===== config.mk =====
export PLATFORM = sky130hd
export DESIGN_NAME = gsau_ram
export DESIGN_NICKNAME = d
export VERILOG_FILES = /design/src/rtl/global_sequence_alignment_unit_macros.svh /design/src/rtl/gsau_ram.sv
export SDC_FILE = /design/constraint.sdc
export NUM_CORES = 1
export LEC_CHECK = 0
export ABC_AREA = 1
export CORE_MARGIN = 1
export CORE_UTILIZATION = 68
export DETAILED_ROUTE_END_ITERATION = 8
export DONT_BUFFER_PORTS = 1
export PLACE_DENSITY = 0.94
export REMOVE_ABC_BUFFERS = 1
export SKIP_LAST_GASP = 1
export SYNTH_ARGS = -nofsm -noshare
export SYNTH_HDL_FRONTEND = slang
export SYNTH_SLANG_ARGS = --single-unit

===== constraint.sdc =====
create_clock -name clk -period 3.19 [get_ports clk]
set_input_delay 0 -clock clk [delete_from_list [all_inputs] [get_ports clk]]
set_output_delay 0 -clock clk [all_outputs]
set_load 0.03 [all_outputs]

===== src/rtl/global_sequence_alignment_unit_macros.svh =====
// Assertion macros for the global sequence alignment unit.
`ifndef GLOBAL_SEQUENCE_ALIGNMENT_UNIT_MACROS_SVH
`define GLOBAL_SEQUENCE_ALIGNMENT_UNIT_MACROS_SVH
`ifndef ASSERT_OFF
`define GSAU_ASSERT(label, prop, msg) \
    label: assert property (@(posedge clk) disable iff (!rst_n) prop) else $error(msg);
`define GSAU_ASSERT_ALWAYS(label, prop, msg) \
    label: assert property (@(posedge clk) prop) else $error(msg);
`else
`define GSAU_ASSERT(label, prop, msg)
`define GSAU_ASSERT_ALWAYS(label, prop, msg)
`endif
`endif


===== src/rtl/gsau_ram.sv =====
// Generic simple dual-port RAM with registered read.
`timescale 1ns / 1ps
module gsau_ram #(
    parameter int WIDTH = 8,
    parameter int DEPTH = 32
) (
    input  logic                     clk,
    input  logic                     wr_en,
    input  logic [$clog2(DEPTH)-1:0] wr_addr,
    input  logic [WIDTH-1:0]         wr_data,
    input  logic [$clog2(DEPTH)-1:0] rd_addr,
    output logic [WIDTH-1:0]         rd_data
);
    logic [WIDTH-1:0] mem [DEPTH];

    always_ff @(posedge clk)
    begin
        if (wr_en)
        begin
            mem[wr_addr] <= wr_data;
        end
        rd_data <= mem[rd_addr];
    end
endmodule


==> summary.txt, run 1 <==
Run status
  – Status: completed

Global route
  – First-pass GRT wire length: approximately 42,000 um
  – Grt ovf: 0
  – Vias in the first global route: 7,379
  – Largest net degree at the start of global routing: 111
  – Tot GR Track Use: 0.3494
  – Initial antenna violation count: 0

Power and ir drop
  – Total power draw: 7.230 mW
  – P_sw: approximately 1.6 mW
  – VDD IR max: 468.2 uV
  – Sequential Power Share: 0.539
  – Leakage power: 4.329 nW
  – Switching share of power: 0.2229
  – PD cells: 611.6 nW/um^2
  – Clk network pwr share: 0.400
  – Combinational power share: 0.061
  – Pint: 5.618 mW

Floorplan
  – Row cnt: 45
  – Die width: 127.9 um
  – Die H: 127.9 um
  – Initial Util: 0.7043
  – IO Pins: 28
  – Core footprint: approximately 15,000 um^2
  – Die area: 16,370 um^2

Clock network
  – CTS tree: yes
  – Num CTS Buffers: 25
  – Sink Count: 264
  – H-Tree Level Count: 1
  – CTS Buffer Depth: 3
  – Clk slew on worst S/H paths: approximately 0.060 ns
  – Clock Latency Late Sink: 0.53 ns
  – Clk root buf: clkbuf_16

Timing
  – Final Cycle Share: 0.9234
  – Max Freq: 0.3395 GHz
  – Clock Skew: 0.01518 ns
  – Final slew viol count: 0
  – Worst-margin pin slew: 1.283 ns
  – Fin. Hold Viols: 0
  – RSZ-0062 raised after global routing: no
  – Min Tclk post-route: 2.946 ns
  – TNS Setup: 0 ns
  – Final setup viols: 0
  – Slew margin rel.: 0.1439

Route
  – DRT iter0 DRCs: 1,198
  – ANT nets after route: 0
  – Routed wire length: ~27,000 um
  – Avg WL per Cell: roughly 23 um
  – Via count: 7,541
  – # DRC: 0
  – DRT Pass-1 Iters: 8
  – DR vias/cell: 6.506

Worst setup path
  – Most frequent CP cell: nand2_1
  – CP Buf/Inv Count: 5
  – Crit Path Max Fanout: 110
  – Critical Path RT: 3.61 ns
  – Crit-path leading delay family: buffers and inverters
  – Critical path endpoint category: register
  – WS Path Type: in -> reg
  – R2R setup slack: 0.40 ns
  – Type of origin of the critical path: input port
  – CP max-delay cell: dlygate4sd3_1
  – Critical path, cell by cell: clkinv_2, buf_12, nand2_1, nand3_1, dlygate4sd3_1, nand3_1, dlygate4sd3_1, nand2_1, dlygate4sd3_1, nand2_1, nand2_1, nand2_1, nand2_1
  – CP arrival: 3.37 ns
  – Worst path max stage delay: 0.64 ns

Final layout
  – Area grow syn2layout: 9.593%
  – Antenna cell count: 0
  – Fin util: 0.7719
  – # nets final: 950
  – Layout cells sized above 1: 0.04747

Synth
  – Dominant cell type by area after synthesis: edfxtp_1
  – Post-synth top area share: 0.7127
  – Post-synth EDFFs: ~260
  – Synthesis Warnings: 0
  – Seq cells post-synth: around 260
  – Unique cell type count in the Yosys netlist: 12
  – Synth Instances: roughly 920
  – Synth Cell Area: 10,790 um^2
  – Post-synthesis sequential area ratio: 0.7275
  – Mean area per synthesized cell: 11.70 um^2
  – Top_reg_cell synth: edfxtp_1
  – Synth area leaders: edfxtp_1 71%, nand2_1 13%, nand3_1 9.5%
  – Async SR Flop Fraction: 0
  – Most frequent cell after synthesis: nand2_1
  – Commonest cells post-synth: 360 x nand2_1, 256 x edfxtp_1, 204 x nand3_1

Min path
  – Hold Path Class: in -> reg

Placement
  – Final Wtd Congestion: 0.8505
  – Port Buffers: 0
  – Post-DP HPWL: around 13,000 um

Run
  – Max_cap viols: 0
[repair_timing]
item | 4_1_cts | 5_1_grt
hold endpoints to repair | 272 | 0
endpoints found under the setup margin | 0 | 1
hold buffers | 31 | 0
setup buffers | 0 | 0
gates resized for setup | 0 | 1
[cell families after synthesis]
| logic type | count (synthesis) | share of synthesized area |
|---|---|---|
| buffers and inverters | 62 | 0.04141 |
| DFF | 264 | 0.7275 |
| and+or+nand+nor | 596 | 0.2311 |
[placed cells by master, fill, tap and decap left out]
| cell | n |
|---|---|
| dfxtp_1 | 8 |
| clkbuf_16 | 25 |
| buf_4 | 1 |
| clkbuf_8 | 1 |
| inv_2 | 1 |
| dlymetal6s4s_1 | 1 |
| bufinv_16 | 2 |
| nand3_1 | 204 |
| inv_1 | 8 |
| edfxtp_1 | 256 |
| clkinv_1 | 2 |
| clkinv_4 | 1 |
| buf_12 | 7 |
| clkinv_2 | 6 |
| clkbuf_1 | 8 |
| nor2_1 | 32 |
| clkinvlp_4 | 1 |
| dlygate4sd3_1 | 24 |
| nand2_1 | 360 |
[worst register-to-register path, cell delays in order, from the launching register on]
cell and delay, ns:
edfxtp_1 0.37, nand2_1 0.09, nand3_1 0.08, dlygate4sd3_1 0.64
nand3_1 0.08, dlygate4sd3_1 0.58, nand2_1 0.05, dlygate4sd3_1 0.55
nand2_1 0.06, nand2_1 0.07, nand2_1 0.06, nand2_1 0.05
[final cells by class]
class	count	area, um^2
clock buffers	34	669.4
clock inverters	11	108.9
fillers	873	3493
inverters	10	38.79
multi-input cells	596	2492
flip-flops and latches	264	7848
well taps	211	264.0
repair buffers	33	400.4
[metal layers]
metal / track usage / wire length (um) / up-vias / part of all wire
met5: 0 / 0 / - / 0
met4: 0.2138 / 1617 / 0 / 0.060
met3: 0.07888 / 3691 / 142 / 0.14
met2: 0.5515 / 12720 / 682 / 0.47
met1: 0.4474 / 9080 / 3504 / 0.33
li1: - / - / 3213 / -
[power by group through the flow]
stage / clock [mW] / sequential [mW] / combinational [mW]
6_report: 2.89 / 3.90 / 0.439
5_1_grt: 3.03 / 3.90 / 0.473
4_1_cts: 2.87 / 3.90 / 0.416
3_5_place_dp: 0 / 3.97 / 0.283
3_3_place_gp: 0 / 3.97 / 0.269
2_1_floorplan: 0 / 3.96 / 0.203
[worst paths after layout]
kind | endpoint | cells after the start | startpoint
max reg2reg | rd_data[7]$_DFF_P_ | 11 | mem[11][7]$_DFFE_PP_
min | rd_data[7]$_DFF_P_ | 6 | rd_addr[2]
max | rd_data[7]$_DFF_P_ | 13 | rd_addr[0]
min reg2reg | rd_data[2]$_DFF_P_ | 8 | mem[2][2]$_DFFE_PP_
[metrics by stage]
step                instances  worst slack (ns)  cell area (um^2)  hold slack (ns)
global route             1159            0.1313             11820          0.04017
finish                   1159            0.2445             11820          0.02563
detailed placement       1083             1.503             10670           0.1004
global placement         1083             1.559             10670           0.1009
CTS                      1159           0.08383             11820         0.001602
floorplan                 870             1.637             10380          0.09887
[sequential cells by signal, summed over array words and instances (netlist names)]
register and count:
mem 256, rd_data 8
Note: power is estimated with default switching activity, not from simulation.
==> inputs of run 2 (changes only) <==
--- a/config.mk
+++ b/config.mk
@@ -6,7 +6,7 @@
 export NUM_CORES = 1
 export LEC_CHECK = 0
 export ABC_AREA = 1
-export CORE_MARGIN = 1
+export CORE_MARGIN = 4
 export CORE_UTILIZATION = 68
 export DETAILED_ROUTE_END_ITERATION = 8
 export DONT_BUFFER_PORTS = 1
==> run 2 against run 1 <==
Maximum frequency increased by 1.6%. Clock skew is 0.010 ns higher. Design area rose by 0.76%. Largest cell class unchanged. Largest power group unchanged.
==> summary.txt, run 2 (synthesis gave the netlist of run 1 again) <==
Run status
  – Status: completed

Worst setup path
  – Critical path, cell by cell: nand2_1, nand3_1, nand3_1, dlygate4sd3_1, nand2_1, dlygate4sd3_1, nand2_1, nand2_1, dlygate4sd3_1, nand2_1, nand2_1
  – Worst path max stage delay: 0.58 ns (-0.06 ns)
  – CP max-delay cell: dlygate4sd3_1
  – R2R setup slack: 0.29 ns (-0.11 ns)
  – Worst Setup EP: rd_data[6]$_DFF_P_
  – Critical path endpoint category: register
  – Crit Path Max Fanout: 1 (-99%)
  – CP arrival: 3.34 ns (-0.03 ns)
  – Type of origin of the critical path: register
  – Most frequent CP cell: nand2_1
  – R2r endpoint: rd_data[6]$_DFF_P_
  – Critical Path Source: mem[31][6]$_DFFE_PP_
  – Reg2reg path depth: 11 (unchanged)
  – R2R Path Start: mem[31][6]$_DFFE_PP_
  – Critical Path RT: 3.63 ns (+0.02 ns)
  – WS Path Type: reg -> reg

Route
  – Avg WL per Cell: 24.08 um (+3.0%)
  – # DRC: 0 (unchanged)
  – Via count: 7,775 (+3.1%)
  – Routed wire length: 28,050 um (+3.5%)
  – DRT iter0 DRCs: 1,523 (+27%)
  – DR vias/cell: 6.674 (+2.6%)
  – DRT Pass-1 Iters: 7 (-1)
  – ANT nets after route: 0 (unchanged)

Run
  – Max_cap viols: 0 (unchanged)

Global route
  – Vias in the first global route: 7,801 (+5.7%)
  – First-pass GRT wire length: 43,950 um (+5.4%)
  – Tot GR Track Use: 0.3204 (-0.02903)
  – Largest net degree at the start of global routing: 126 (+14%)
  – Grt ovf: 0 (unchanged)
  – Initial antenna violation count: 1 (+1)

Timing
  – RSZ-0062 raised after global routing: no
  – Setup WS post-layout: 0.2903 ns (+0.04578 ns)
  – Final setup viols: 0 (unchanged)
  – TNS Setup: 0 ns (unchanged)
  – Final slew viol count: 0 (unchanged)
  – Fin. Hold Viols: 0 (unchanged)
  – Final Cycle Share: 0.9090 (-0.01435)
  – Min Tclk post-route: 2.900 ns (-0.04578 ns)
  – Slew margin rel.: 0.1346 (-0.009289)
  – Max Freq: 0.3449 GHz (+1.6%)
  – Worst-margin pin slew: 1.294 ns (+0.01108 ns)
  – Clock Skew: 0.02559 ns (+0.01040 ns)

Placement
  – Final Wtd Congestion: 0.9166 (+7.8%)
  – Port Buffers: 0 (unchanged)
  – Placed insts: 1,086 (+0.28%)
  – Worst slack, placed: 1.645 ns (+0.1422 ns)
  – DP Area: 10,680 um^2 (about the same)
  – Post-DP HPWL: 13,520 um (+0.67%)

Clock network
  – CTS Buffer Depth: 3 (unchanged)
  – Clk root buf: clkbuf_16
  – CTS tree: yes
  – Sink Count: 264 (unchanged)
  – Post-CTS Setup Bufs: 0 (unchanged)
  – Num CTS Buffers: 25 (unchanged)
  – Clk slew on worst S/H paths: 0.07 ns (about the same)
  – Clock Latency Late Sink: 0.54 ns (about the same)
  – H-Tree Level Count: 1 (unchanged)

Final layout
  – Antenna cell count: 0 (unchanged)
  – Area grow syn2layout: 10.43%
  – Most common cell after layout, fill and taps aside: nand2_1
  – Most frequent cells in the layout: 360 x nand2_1, 256 x edfxtp_1, 204 x nand3_1
  – Top reg by flops: mem
  – Post-route design area: 11,910 um^2 (+0.76%)
  – Non-Filler Instances: 1,165 (+0.52%)
  – # nets final: 956 (+0.63%)
  – Filler cell count: 733 (-16%)
  – Max FFs per register: 256 (unchanged)
  – Layout cells sized above 1: 0.05136 (+0.003894)
  – Largest registers: mem (256), rd_data (8)

Floorplan
  – Die width: 133.9 um (+4.7%)
  – IO Pins: 28 (unchanged)
  – Initial Util: 0.7018 (-0.002580)
  – Core footprint: 15,370 um^2 (+0.37%)
  – Row cnt: 45 (unchanged)
  – Die area: 17,940 um^2 (+9.6%)
  – Die H: 133.9 um (+4.7%)

Power and ir drop
  – Leakage power: 4.375 nW (+1.1%)
  – PD cells: 623.0 nW/um^2 (+1.9%)
  – VDD IR max: 798.1 uV (+70%)

Min path
  – Hold Path Class: in -> reg
  – Min-delay src: wr_addr[2]
## run 2: cell types whose count changed in the layout (fill, tap and decap cells not counted), sizes merged
cell / change
bufinv: +2
inv: +1
clkinvlp: +2
buf: +3
clkbuf: -5
dlymetal6s4s: +1
dlygate4sd3: +2
## run 2: per-layer routing
metal	GRT usage	wire, um
met3	0.06114	3686
met5	0	17
met2	0.5258	13520
met4	0.1737	1698
met1	0.4089	9130
## run 2: cell type report
| class | count | area [um^2] | share of cell area |
|---|---|---|---|
| flip-flops and latches | 264 | 7848 | 0.6588 |
| multi-input cells | 596 | 2492 | 0.2092 |
| clock buffers | 29 | 640.6 | 0.05378 |
| repair buffers | 39 | 442.9 | 0.03718 |
| well taps | 211 | 264.0 | 0.02216 |
| clock inverters | 16 | 185.2 | 0.01555 |
| inverters | 10 | 38.79 | 0.003256 |
## run 2: where the power goes
| part | internal, mW | leakage [nW] | switching [mW] |
|---|---|---|---|
| combinational | 0.137 | 1.61 | 0.307 |
| clock | 1.76 | 0.394 | 1.31 |
| sequential | 3.85 | 2.37 | 0.0495 |
| total | 5.75 | 4.37 | 1.67 |
## run 2: metrics by stage
| step | total power, mW | utilization | hold slack, ns |
|---|---|---|---|
| 2_1_floorplan | 4.168 | - | 0.09887 |
| 3_3_place_gp | 4.242 | 0.6948 | 0.1006 |
| 3_5_place_dp | 4.260 | 0.6948 | 0.1004 |
| 4_1_cts | 7.323 | 0.7746 | 0.00001038 |
| 5_1_grt | 7.572 | 0.7749 | 0.03877 |
| 6_report | 7.421 | 0.7749 | 0.01772 |
## run 2: worst min path at each step
| stage | to | depth (start not counted) |
|---|---|---|
| final | mem[13][5]$_DFFE_PP_ | 2 |
| after detailed placement | mem[3][3]$_DFFE_PP_ | 0 |
| after floorplan | mem[0][0]$_DFFE_PP_ | 0 |
| after global placement | mem[15][0]$_DFFE_PP_ | 0 |
| after CTS | rd_data[6]$_DFF_P_ | 7 |
| after global routing | rd_data[5]$_DFF_P_ | 7 |
## run 2: critical path, delay by kind of cell, from the launching register on
family / cells / cell delay (ns)
and+or+nand+nor: 8 / 0.73
buffers and inverters: 3 / 1.69
DFF: 1 / 0.38
## run 2: repair_timing
action,4_1_cts,5_1_grt
gates resized for setup,0,2
endpoints found under the setup margin,0,2
hold buffers,34,0
hold endpoints to repair,320,0
